<file path="src/hw/rtl/nearest_point_within_radius_defines.svh">
// assertion macros for the nearest point within radius block
`ifndef NEAREST_POINT_WITHIN_RADIUS_DEFINES_SVH
`define NEAREST_POINT_WITHIN_RADIUS_DEFINES_SVH

// same-cycle implication, checked out of reset
`define NPWR_ASSERT_NOW(label, clk, rst_n, ante, cons, msg) \
    label: assert property (@(posedge clk) disable iff (!rst_n) (ante) |-> (cons)) \
        else $error(msg);

// next-cycle implication, checked out of reset
`define NPWR_ASSERT_NEXT(label, clk, rst_n, ante, cons, msg) \
    label: assert property (@(posedge clk) disable iff (!rst_n) (ante) |=> (cons)) \
        else $error(msg);

`endif

</file>
<file path="src/hw/rtl/npwr_pkg.sv">
// shared types, constants and helpers for the nearest point within radius block
`default_nettype none

package npwr_pkg;

    // field widths
    localparam int COORD_W      = 16;
    localparam int RADIUS_W     = 16;
    localparam int ENTRY_W      = 6;
    localparam int SQ_W         = 32;
    localparam int DIST_W       = 34;

    // defaults
    localparam int MAX_POINTS_DEF = 8;
    localparam logic [RADIUS_W-1:0] RADIUS_RESET = 16'd256;

    // request opcodes
    localparam logic OP_ADD   = 1'b0;
    localparam logic OP_QUERY = 1'b1;

    // controller states
    typedef enum logic [2:0] {
        ST_IDLE,
        ST_ADD,
        ST_SCAN,
        ST_DRAIN,
        ST_RESULT
    } state_t;

    // which result the datapath captures
    typedef enum logic [1:0] {
        RES_ADD_OK,
        RES_FULL,
        RES_QUERY
    } res_kind_t;

    // controller to datapath commands
    typedef struct packed {
        logic      load_query;
        logic      clear_best;
        logic      rd_en;
        logic      wr_en;
        logic      res_load;
        res_kind_t res_kind;
    } cmd_t;

    // datapath to controller status
    typedef struct packed {
        logic pipe_busy;
    } status_t;

    // magnitude of the difference of two signed coordinates
    function automatic logic [COORD_W-1:0] abs_diff(
        input logic [COORD_W-1:0] a,
        input logic [COORD_W-1:0] b
    );
        logic [COORD_W:0] d;
        logic [COORD_W:0] m;
        d = {a[COORD_W-1], a} - {b[COORD_W-1], b};
        m = d[COORD_W] ? (~d + 1'b1) : d;
        return m[COORD_W-1:0];
    endfunction

endpackage

`default_nettype wire

</file>
<file path="src/hw/rtl/npwr_if.sv">
// request and result channel interfaces
`default_nettype none

interface npwr_req_if;
    logic                         valid;
    logic                         ready;
    logic                         op;
    logic [npwr_pkg::COORD_W-1:0] pos_x;
    logic [npwr_pkg::COORD_W-1:0] pos_y;
    logic [npwr_pkg::COORD_W-1:0] pos_z;

    modport source (output valid, op, pos_x, pos_y, pos_z, input ready);
    modport sink   (input valid, op, pos_x, pos_y, pos_z, output ready);
endinterface

interface npwr_res_if;
    logic                         valid;
    logic                         ready;
    logic                         hit;
    logic [npwr_pkg::ENTRY_W-1:0] entry_index;
    logic                         table_full;

    modport source (output valid, hit, entry_index, table_full, input ready);
    modport sink   (input valid, hit, entry_index, table_full, output ready);
endinterface

`default_nettype wire

</file>
<file path="src/hw/rtl/npwr_datapath.sv">
// point table, distance pipeline, best tracker and result register
`default_nettype none

module npwr_datapath #(
    parameter int MAX_POINTS = npwr_pkg::MAX_POINTS_DEF,
    parameter int IDX_W      = 3
) (
    input  logic                          clk,
    input  logic                          rst_n,
    input  logic                          cfg_wr_en,
    input  logic [npwr_pkg::RADIUS_W-1:0] cfg_wr_data,
    input  logic [npwr_pkg::COORD_W-1:0]  pos_x,
    input  logic [npwr_pkg::COORD_W-1:0]  pos_y,
    input  logic [npwr_pkg::COORD_W-1:0]  pos_z,
    input  npwr_pkg::cmd_t                cmd,
    input  logic [IDX_W-1:0]              rd_addr,
    input  logic [IDX_W-1:0]              wr_addr,
    output npwr_pkg::status_t             status,
    output logic                          hit,
    output logic [npwr_pkg::ENTRY_W-1:0]  entry_index,
    output logic                          table_full
);
    import npwr_pkg::*;

    // point table
    logic [COORD_W-1:0] mem_x [MAX_POINTS];
    logic [COORD_W-1:0] mem_y [MAX_POINTS];
    logic [COORD_W-1:0] mem_z [MAX_POINTS];

    logic [RADIUS_W-1:0] radius_reg;
    logic [SQ_W-1:0]     r2_reg;

    logic [COORD_W-1:0] q_x_reg, q_y_reg, q_z_reg;

    // pipeline payload
    logic [COORD_W-1:0] rd_x_reg, rd_y_reg, rd_z_reg;
    logic [COORD_W-1:0] d_x_reg, d_y_reg, d_z_reg;
    logic [SQ_W-1:0]    sq_x_reg, sq_y_reg, sq_z_reg;
    logic [DIST_W-1:0]  sum_reg;
    logic [IDX_W-1:0]   tag1_reg, tag2_reg, tag3_reg, tag4_reg;

    // pipeline valids
    logic v1_reg, v2_reg, v3_reg, v4_reg;

    // best so far
    logic              found_reg;
    logic [DIST_W-1:0] best_reg;
    logic [IDX_W-1:0]  best_idx_reg;

    // result register
    logic               hit_reg;
    logic [ENTRY_W-1:0] idx_reg;
    logic               full_reg;

    logic better;
    logic query_hit;

    // radius register and its square
    always_ff @(posedge clk or negedge rst_n)
    begin
        if (!rst_n)
        begin
            radius_reg <= RADIUS_RESET;
            r2_reg     <= SQ_W'(RADIUS_RESET) * SQ_W'(RADIUS_RESET);
        end
        else
        begin
            if (cfg_wr_en)
            begin
                radius_reg <= cfg_wr_data;
            end
            r2_reg <= SQ_W'(radius_reg) * SQ_W'(radius_reg);
        end
    end

    // table write and registered read
    always_ff @(posedge clk)
    begin
        if (cmd.wr_en)
        begin
            mem_x[wr_addr] <= q_x_reg;
            mem_y[wr_addr] <= q_y_reg;
            mem_z[wr_addr] <= q_z_reg;
        end
        if (cmd.rd_en)
        begin
            rd_x_reg <= mem_x[rd_addr];
            rd_y_reg <= mem_y[rd_addr];
            rd_z_reg <= mem_z[rd_addr];
        end
    end

    // request capture and distance stages
    always_ff @(posedge clk)
    begin
        if (cmd.load_query)
        begin
            q_x_reg <= pos_x;
            q_y_reg <= pos_y;
            q_z_reg <= pos_z;
        end
        tag1_reg <= rd_addr;
        tag2_reg <= tag1_reg;
        tag3_reg <= tag2_reg;
        tag4_reg <= tag3_reg;
        d_x_reg  <= abs_diff(rd_x_reg, q_x_reg);
        d_y_reg  <= abs_diff(rd_y_reg, q_y_reg);
        d_z_reg  <= abs_diff(rd_z_reg, q_z_reg);
        sq_x_reg <= SQ_W'(d_x_reg) * SQ_W'(d_x_reg);
        sq_y_reg <= SQ_W'(d_y_reg) * SQ_W'(d_y_reg);
        sq_z_reg <= SQ_W'(d_z_reg) * SQ_W'(d_z_reg);
        sum_reg  <= DIST_W'(sq_x_reg) + DIST_W'(sq_y_reg) + DIST_W'(sq_z_reg);
    end

    // valid shift line
    always_ff @(posedge clk or negedge rst_n)
    begin
        if (!rst_n)
        begin
            v1_reg <= 1'b0;
            v2_reg <= 1'b0;
            v3_reg <= 1'b0;
            v4_reg <= 1'b0;
        end
        else
        begin
            v1_reg <= cmd.rd_en;
            v2_reg <= v1_reg;
            v3_reg <= v2_reg;
            v4_reg <= v3_reg;
        end
    end

    // strict less keeps the lower index on ties
    assign better = v4_reg && (!found_reg || (sum_reg < best_reg));

    always_ff @(posedge clk or negedge rst_n)
    begin
        if (!rst_n)
        begin
            found_reg <= 1'b0;
        end
        else if (cmd.clear_best)
        begin
            found_reg <= 1'b0;
        end
        else if (better)
        begin
            found_reg <= 1'b1;
        end
    end

    always_ff @(posedge clk)
    begin
        if (better)
        begin
            best_reg     <= sum_reg;
            best_idx_reg <= tag4_reg;
        end
    end

    assign query_hit = found_reg && (best_reg < DIST_W'(r2_reg));

    // result capture
    always_ff @(posedge clk)
    begin
        if (cmd.res_load)
        begin
            unique case (cmd.res_kind)
                RES_ADD_OK:
                begin
                    hit_reg  <= 1'b1;
                    idx_reg  <= ENTRY_W'(wr_addr);
                    full_reg <= 1'b0;
                end
                RES_FULL:
                begin
                    hit_reg  <= 1'b0;
                    idx_reg  <= '0;
                    full_reg <= 1'b1;
                end
                RES_QUERY:
                begin
                    hit_reg  <= query_hit;
                    idx_reg  <= query_hit ? ENTRY_W'(best_idx_reg) : '0;
                    full_reg <= 1'b0;
                end
                default:
                begin
                    hit_reg  <= 1'b0;
                    idx_reg  <= '0;
                    full_reg <= 1'b0;
                end
            endcase
        end
    end

    assign status.pipe_busy = v1_reg | v2_reg | v3_reg | v4_reg;
    assign hit              = hit_reg;
    assign entry_index      = idx_reg;
    assign table_full       = full_reg;

endmodule

`default_nettype wire

</file>
<file path="src/hw/rtl/npwr_ctrl.sv">
// controller: request handshake, table fill count, scan sequencing, result valid
`default_nettype none

module npwr_ctrl #(
    parameter int MAX_POINTS = npwr_pkg::MAX_POINTS_DEF,
    parameter int IDX_W      = 3,
    parameter int CNT_W      = 4
) (
    input  logic              clk,
    input  logic              rst_n,
    input  logic              req_valid,
    input  logic              req_op,
    output logic              req_ready,
    output logic              res_valid,
    input  logic              res_ready,
    input  npwr_pkg::status_t status,
    output npwr_pkg::cmd_t    cmd,
    output logic [IDX_W-1:0]  rd_addr,
    output logic [IDX_W-1:0]  wr_addr
);
    import npwr_pkg::*;

    state_t           state_reg, state_next;
    logic [CNT_W-1:0] count_reg, count_next;
    logic [CNT_W-1:0] scan_reg, scan_next;
    logic             res_valid_reg, res_valid_next;

    logic accept;
    logic out_free;
    logic has_room;
    logic scan_more;

    assign accept    = req_valid && req_ready;
    assign out_free  = !res_valid_reg || res_ready;
    assign has_room  = count_reg < CNT_W'(MAX_POINTS);
    assign scan_more = scan_reg < count_reg;

    // state registers
    always_ff @(posedge clk or negedge rst_n)
    begin
        if (!rst_n)
        begin
            state_reg     <= ST_IDLE;
            count_reg     <= '0;
            scan_reg      <= '0;
            res_valid_reg <= 1'b0;
        end
        else
        begin
            state_reg     <= state_next;
            count_reg     <= count_next;
            scan_reg      <= scan_next;
            res_valid_reg <= res_valid_next;
        end
    end

    // next state
    always_comb
    begin
        state_next = state_reg;
        unique case (state_reg)
            ST_IDLE:
            begin
                if (accept)
                begin
                    state_next = (req_op == OP_QUERY) ? ST_SCAN : ST_ADD;
                end
            end
            ST_ADD:
            begin
                if (out_free)
                begin
                    state_next = ST_IDLE;
                end
            end
            ST_SCAN:
            begin
                if (!scan_more)
                begin
                    state_next = ST_DRAIN;
                end
            end
            ST_DRAIN:
            begin
                if (!status.pipe_busy)
                begin
                    state_next = ST_RESULT;
                end
            end
            ST_RESULT:
            begin
                if (out_free)
                begin
                    state_next = ST_IDLE;
                end
            end
            default:
            begin
                state_next = ST_IDLE;
            end
        endcase
    end

    // outputs, commands and counters
    always_comb
    begin
        cmd            = '0;
        cmd.res_kind   = RES_QUERY;
        req_ready      = 1'b0;
        count_next     = count_reg;
        scan_next      = scan_reg;
        res_valid_next = res_valid_reg && !res_ready;
        unique case (state_reg)
            ST_IDLE:
            begin
                // ready is high here, so a valid request is taken
                req_ready      = 1'b1;
                cmd.load_query = req_valid;
                cmd.clear_best = req_valid;
                if (req_valid)
                begin
                    scan_next = '0;
                end
            end
            ST_ADD:
            begin
                if (out_free)
                begin
                    cmd.res_load   = 1'b1;
                    cmd.res_kind   = has_room ? RES_ADD_OK : RES_FULL;
                    cmd.wr_en      = has_room;
                    res_valid_next = 1'b1;
                    if (has_room)
                    begin
                        count_next = count_reg + 1'b1;
                    end
                end
            end
            ST_SCAN:
            begin
                // one stored entry issued per cycle
                if (scan_more)
                begin
                    cmd.rd_en = 1'b1;
                    scan_next = scan_reg + 1'b1;
                end
            end
            ST_DRAIN:
            begin
            end
            ST_RESULT:
            begin
                if (out_free)
                begin
                    cmd.res_load   = 1'b1;
                    cmd.res_kind   = RES_QUERY;
                    res_valid_next = 1'b1;
                end
            end
            default:
            begin
            end
        endcase
    end

    assign rd_addr   = scan_reg[IDX_W-1:0];
    assign wr_addr   = count_reg[IDX_W-1:0];
    assign res_valid = res_valid_reg;

endmodule

`default_nettype wire

</file>
<file path="src/hw/rtl/nearest_point_within_radius.sv">
// Nearest point within radius, top level.
//
// Requests arrive on the item channel (valid/ready): op 0 appends a Q8.8
// location to the point table, op 1 queries the nearest stored location.
// Each request gives exactly one result on the result channel (valid/ready):
// hit, entry_index and table_full. The user must write the hit radius
// through cfg_wr_en / cfg_wr_data while the block is idle (not enforced).
//
// An add goes from idle to the add state, where its result is captured. A
// query goes from idle through the scan and drain states to the result
// state: the scan reads one entry per cycle from the point table into a
// four-stage distance pipeline (difference, square, sum, best compare),
// which then drains before the result is captured. Requests are handled
// one at a time; the next request is taken once the current result sits
// in the output register.
//
// Reset empties the table and sets the radius to 1.0 (256). If the receiver
// stalls, the result is held in the output register and the block stops
// before capturing the following result.
`default_nettype none

module nearest_point_within_radius #(
    parameter int MAX_POINTS = npwr_pkg::MAX_POINTS_DEF
) (
    input  logic                          clk,
    input  logic                          rst_n,
    npwr_req_if.sink                      item,
    npwr_res_if.source                    result,
    input  logic                          cfg_wr_en,
    input  logic [npwr_pkg::RADIUS_W-1:0] cfg_wr_data
);
    import npwr_pkg::*;

    `include "nearest_point_within_radius_defines.svh"

    localparam int IDX_W = (MAX_POINTS > 1) ? $clog2(MAX_POINTS) : 1;
    localparam int CNT_W = $clog2(MAX_POINTS + 1);

    cmd_t             cmd;
    status_t          status;
    logic [IDX_W-1:0] rd_addr;
    logic [IDX_W-1:0] wr_addr;

    // controller
    npwr_ctrl #(
        .MAX_POINTS (MAX_POINTS),
        .IDX_W      (IDX_W),
        .CNT_W      (CNT_W)
    ) u_ctrl (
        .clk       (clk),
        .rst_n     (rst_n),
        .req_valid (item.valid),
        .req_op    (item.op),
        .req_ready (item.ready),
        .res_valid (result.valid),
        .res_ready (result.ready),
        .status    (status),
        .cmd       (cmd),
        .rd_addr   (rd_addr),
        .wr_addr   (wr_addr)
    );

    // datapath
    npwr_datapath #(
        .MAX_POINTS (MAX_POINTS),
        .IDX_W      (IDX_W)
    ) u_datapath (
        .clk         (clk),
        .rst_n       (rst_n),
        .cfg_wr_en   (cfg_wr_en),
        .cfg_wr_data (cfg_wr_data),
        .pos_x       (item.pos_x),
        .pos_y       (item.pos_y),
        .pos_z       (item.pos_z),
        .cmd         (cmd),
        .rd_addr     (rd_addr),
        .wr_addr     (wr_addr),
        .status      (status),
        .hit         (result.hit),
        .entry_index (result.entry_index),
        .table_full  (result.table_full)
    );

    // checks
    `NPWR_ASSERT_NEXT(a_one_request_at_a_time, clk, rst_n, item.valid && item.ready, !item.ready, "request taken while another is in progress")
    `NPWR_ASSERT_NOW(a_no_result_overwrite, clk, rst_n, cmd.res_load, !result.valid || result.ready, "result register overwritten before it was taken")
    `NPWR_ASSERT_NOW(a_full_means_miss, clk, rst_n, result.valid && result.table_full, !result.hit && (result.entry_index == '0), "rejected add reports a hit or an index")
    `NPWR_ASSERT_NOW(a_no_read_during_write, clk, rst_n, cmd.wr_en, !cmd.rd_en && !status.pipe_busy, "table written while a scan is running")

endmodule

`default_nettype wire
</file>
<file path="src/flat_wrapper.sv">
// flat-port wrapper written by rule: the top's interface ports become plain ports
module nearest_point_within_radius_flat import npwr_pkg::*;
#(
    parameter int MAX_POINTS = npwr_pkg::MAX_POINTS_DEF
)
  (clk, rst_n, cfg_wr_en, cfg_wr_data, item_valid, item_op, item_pos_x, item_pos_y, item_pos_z, item_ready, result_valid, result_hit, result_entry_index, result_table_full, result_ready);
  npwr_req_if item_i ();
  npwr_res_if result_i ();
  input  logic clk;
  input  logic rst_n;
  input  logic cfg_wr_en;
  input  logic [npwr_pkg::RADIUS_W-1:0] cfg_wr_data;
  input wire logic [$bits(item_i.valid)-1:0] item_valid;
  input wire logic [$bits(item_i.op)-1:0] item_op;
  input wire logic [$bits(item_i.pos_x)-1:0] item_pos_x;
  input wire logic [$bits(item_i.pos_y)-1:0] item_pos_y;
  input wire logic [$bits(item_i.pos_z)-1:0] item_pos_z;
  output wire logic [$bits(item_i.ready)-1:0] item_ready;
  output wire logic [$bits(result_i.valid)-1:0] result_valid;
  output wire logic [$bits(result_i.hit)-1:0] result_hit;
  output wire logic [$bits(result_i.entry_index)-1:0] result_entry_index;
  output wire logic [$bits(result_i.table_full)-1:0] result_table_full;
  input wire logic [$bits(result_i.ready)-1:0] result_ready;
  assign item_i.valid = item_valid;
  assign item_i.op = item_op;
  assign item_i.pos_x = item_pos_x;
  assign item_i.pos_y = item_pos_y;
  assign item_i.pos_z = item_pos_z;
  assign item_ready = item_i.ready;
  assign result_valid = result_i.valid;
  assign result_hit = result_i.hit;
  assign result_entry_index = result_i.entry_index;
  assign result_table_full = result_i.table_full;
  assign result_i.ready = result_ready;
  nearest_point_within_radius #(.MAX_POINTS(MAX_POINTS)) u_core (.clk(clk), .rst_n(rst_n), .item(item_i), .result(result_i), .cfg_wr_en(cfg_wr_en), .cfg_wr_data(cfg_wr_data));
endmodule
</file>
<file path="config.mk">
export PLATFORM = sky130hd
export DESIGN_NAME = nearest_point_within_radius_flat
export DESIGN_NICKNAME = d
export VERILOG_FILES = /design/src/hw/rtl/npwr_pkg.sv /design/src/hw/rtl/npwr_if.sv /design/src/hw/rtl/npwr_datapath.sv /design/src/hw/rtl/npwr_ctrl.sv /design/src/hw/rtl/nearest_point_within_radius.sv /design/src/flat_wrapper.sv
export VERILOG_INCLUDE_DIRS = /design/src /design/src/hw/rtl
export SDC_FILE = /design/constraint.sdc
export NUM_CORES = 2
export LEC_CHECK = 0
export ABC_AREA = 1
export BUFFER_PORTS_ARGS = -buffer_cell sky130_fd_sc_hd__buf_2
export CAP_MARGIN = 20
export CORE_UTILIZATION = 40
export CTS_CLUSTER_DIAMETER = 100
export DETAILED_ROUTE_END_ITERATION = 16
export SYNTH_ARGS = -nofsm -noshare
export SYNTH_HDL_FRONTEND = slang
export SYNTH_SLANG_ARGS = --single-unit
export TNS_END_PERCENT = 100
</file>
<file path="constraint.sdc">
create_clock -name clk -period 5.1 [get_ports clk]
set_input_delay 0.51 -clock clk [delete_from_list [all_inputs] [get_ports clk]]
set_output_delay 0.51 -clock clk [all_outputs]
set_load 0.03 [all_outputs]
</file>
==> out/metrics.csv <==
stage,metric,value,unit
status,status,"finished, violations left",
status,failing checks,setup timing,
clock_network,H-tree levels,3,
logic_synthesis,post-synth top area share,25.0,%
logic_synthesis,Yosys Warn Count,0,
detailed_routing,met3 WL,5670,µm
finish,share of cells above drive strength 1,20.4,%
die,Die H,398,µm
placement,Port Buf Inserts,76,
logic_synthesis,post-synthesis sequential area ratio,33.5,%
logic_synthesis,"area leader, netlist",edfxtp_1,
detailed_routing,routed len/inst,15.4,µm
worst_setup_path,Crit Path Class,reg -> reg,
detailed_routing,met1 WL,66000,µm
timing,Tightest Pin Transition,1.00,ns
die,full die area,159000,µm²
worst_setup_path,"Max FO, Critical Path",8,
worst_setup_path,"Data required, critical path",5.69,ns
die,core area,156000,µm²
die,die width,398,µm
global_routing,total gr overflow,0,
timing,Slew HR,33.2,%
placement,Final Wtd Congestion,0.913,
finish,P&R area growth vs syn,22.8,%
logic_synthesis,synth unique cells,58,
detailed_routing,DRT iter0 DRCs,2483,
global_routing,vias in the first global route,47400,
detailed_routing,Initial DRT Pass Iterations,7,
timing,fin crit share,106,%
worst_setup_path,crit path DAT,5.99,ns
detailed_routing,DRC Markers,0,
job,max cap viols,0,
clock_network,clk_lat worst skew,0.72,ns
timing,final worst slack,-0.307,ns
logic_synthesis,ranking of synthesized cells by area,"edfxtp_1, fa_1, ha_1, inv_1, nand2_1",
detailed_routing,vias per cell,4.77,
worst_setup_path,Setup crit end kind,flop,
detailed_routing,WL met2,72000,µm
finish,fin cells,9617,
logic_synthesis,Synth Area per Inst,9.17,µm²
die,FP Rows,145,
logic_synthesis,Main synth FF type,edfxtp_1,
detailed_routing,Routed WL,148000,µm
logic_synthesis,number of synthesized flops with an enable pin,522,
finish,Regs by FF count,"u_core.u_datapath.mem_x x128, u_core.u_datapath.mem_y x128, u_core.u_datapath.mem_z x128",
clock_network,Clock Path Buffers,3,
clock_network,TritonCTS Buffers,87,
clock_network,TritonCTS clock tree,done,
placement,HPWL Detailed,111000,µm
hold_path,worst hold path class,in -> reg,
placement,post-place setup slack,-0.560,ns
timing,Finish-stage setup viols,46,
die,IO Pins,80,
global_routing,GRT Total Usage,18.9,%
global_routing,first-pass GRT wire length,242000,µm
worst_setup_path,CP Launch Type,flop,
global_routing,largest net degree at the start of global routing,145,
detailed_routing,Highest Signal Layer,met5,
clock_network,clock root buffer master,clkbuf_16,
logic_synthesis,Synth top cells by count,"inv_1, nand2_1, fa_1, nor2_1, ha_1",
timing,setup TNS,-3.97,ns
logic_synthesis,most common cell in the synthesized netlist,inv_1,
logic_synthesis,Synth Instances,6850,
timing,Pins Over Slew Limit,0,
timing,"Hold Vio Cnt, Final",0,
detailed_routing,Vias,45900,
clock_network,CTS sink cnt,773,
timing,fin crit period,5.41,ns
die,Initial Util,40.2,%
logic_synthesis,flop and latch count out of synthesis,773,
finish,antenna cells,0,
timing,fmax,0.185,GHz
logic_synthesis,ys async rst share,8.28,%
finish,Nets,8785,
placement,dpl cells,9303,
timing,RSZ-0062 raised after global routing,yes,
finish,final core utilization,49.4,%
clock_network,CTS clock-pin slew for the worst setup and hold paths,0.07,ns
timing,Setup Skew,0.0579,ns
detailed_routing,post-route ant nets,0,
logic_synthesis,Post-Syn Area,62800,µm²
global_routing,antenna violations before repair,2,
-- through the flow --
stage	area [µm²]	hold WS [ns]
after CTS	74900	0.00531
after global routing	77100	0.0272
after floorplan	63200	0.214
after detailed placement	69300	0.312
after global placement	69300	0.310
final	77100	0.0552
-- final timing paths --
kind,slack [ns],end,cells past startpoint,start
worst max-delay path,-0.31,u_core.u_datapath.r2_reg[28],19,u_core.u_datapath.radius_reg[8]
worst min-delay path,0.06,u_core.u_datapath.q_z_reg[13],1,item_pos_z[13]
worst max register to register,-0.31,u_core.u_datapath.r2_reg[28],19,u_core.u_datapath.radius_reg[8]
worst min register to register,0.32,u_core.u_datapath.tag4_reg[1],0,u_core.u_datapath.tag3_reg[1]
max in group asynchronous,3.78,u_core.u_ctrl.scan_reg[1],2,rst_n
min in group asynchronous,0.52,u_core.u_datapath.radius_reg[6],2,rst_n
-- logic make-up after synthesis --
logic type | after synthesis | share of synthesized area, %
simple gates | 2113 | 13.5
buf+inv | 1738 | 10.5
fa+ha+maj | 1230 | 32.7
compound gates | 786 | 6.83
flops | 773 | 33.5
xor+xnor | 206 | 2.93
mux | 3 | 0.0538
other cells | 1 | 0.00597
-- cell type report --
class | instances | area (µm²)
Fill cell | 14300 | 78900
Timing Repair Buffer | 743 | 6170
Sequential cell | 773 | 21200
Clock inverter | 58 | 753
Inverter | 1536 | 5780
Tap cell | 2058 | 2570
Multi-Input combinational cell | 4344 | 38300
Clock buffer | 105 | 2360
-- timing repair --
item                                    4_1_cts  5_1_grt
cloned                                        0        1
setup buffers                                45       61
endpoints found under the setup margin       85       84
hold buffers                                 49        0
pin swaps                                   173      270
endpoints found under the hold margin        78        0
gates resized for setup                     413      472
-- critical path: stages, from the launching register on --
cell     delay, ns
dfstp_2       0.58
buf_12        0.14
nand2_1       0.07
fa_1          0.48
buf_4         0.16
fa_1          0.50
inv_1         0.05
fa_1          0.52
fa_1          0.44
fa_1          0.49
inv_1         0.05
fa_1          0.48
inv_1         0.06
ha_4          0.27
a21oi_2       0.18
o21ai_1       0.12
a21oi_2       0.21
nand3_4       0.17
a21oi_4       0.17
xor2_2        0.18
-- layout by cell type (no fill, tap or decap), types with 35 or more instances in the layout --
master / netlist / final
a21oi_1: 261 / 182
a21oi_2: 0 / 66
a31oi_1: 58 / 53
buf_2: 19 / 75
buf_4: 3 / 516
buf_6: 3 / 69
clkbuf_16: 0 / 92
dfrtp_1: 62 / 49
dfxtp_1: 187 / 144
dlygate4sd3_1: 0 / 49
edfxtp_1: 522 / 522
fa_1: 684 / 654
ha_1: 546 / 473
ha_4: 0 / 70
inv_1: 1531 / 1436
inv_2: 4 / 93
nand2_1: 1241 / 1086
nand2_2: 15 / 123
nand2_4: 4 / 49
nand3_1: 149 / 117
nand4_1: 35 / 35
nor2_1: 573 / 521
o21ai_0: 331 / 289
o22ai_1: 48 / 48
xnor2_1: 68 / 61
xor2_1: 135 / 118
-- per-layer routing --
layer  vias to the layer above  track usage [%]
li1                      22600                -
met1                     22200             25.0
met2                       849             32.0
met3                       232             2.20
met4                         2             6.08
met5                         -                0
Power is not shown: default switching activity piles up to over one toggle a cycle in this logic, so the estimate is an artifact.
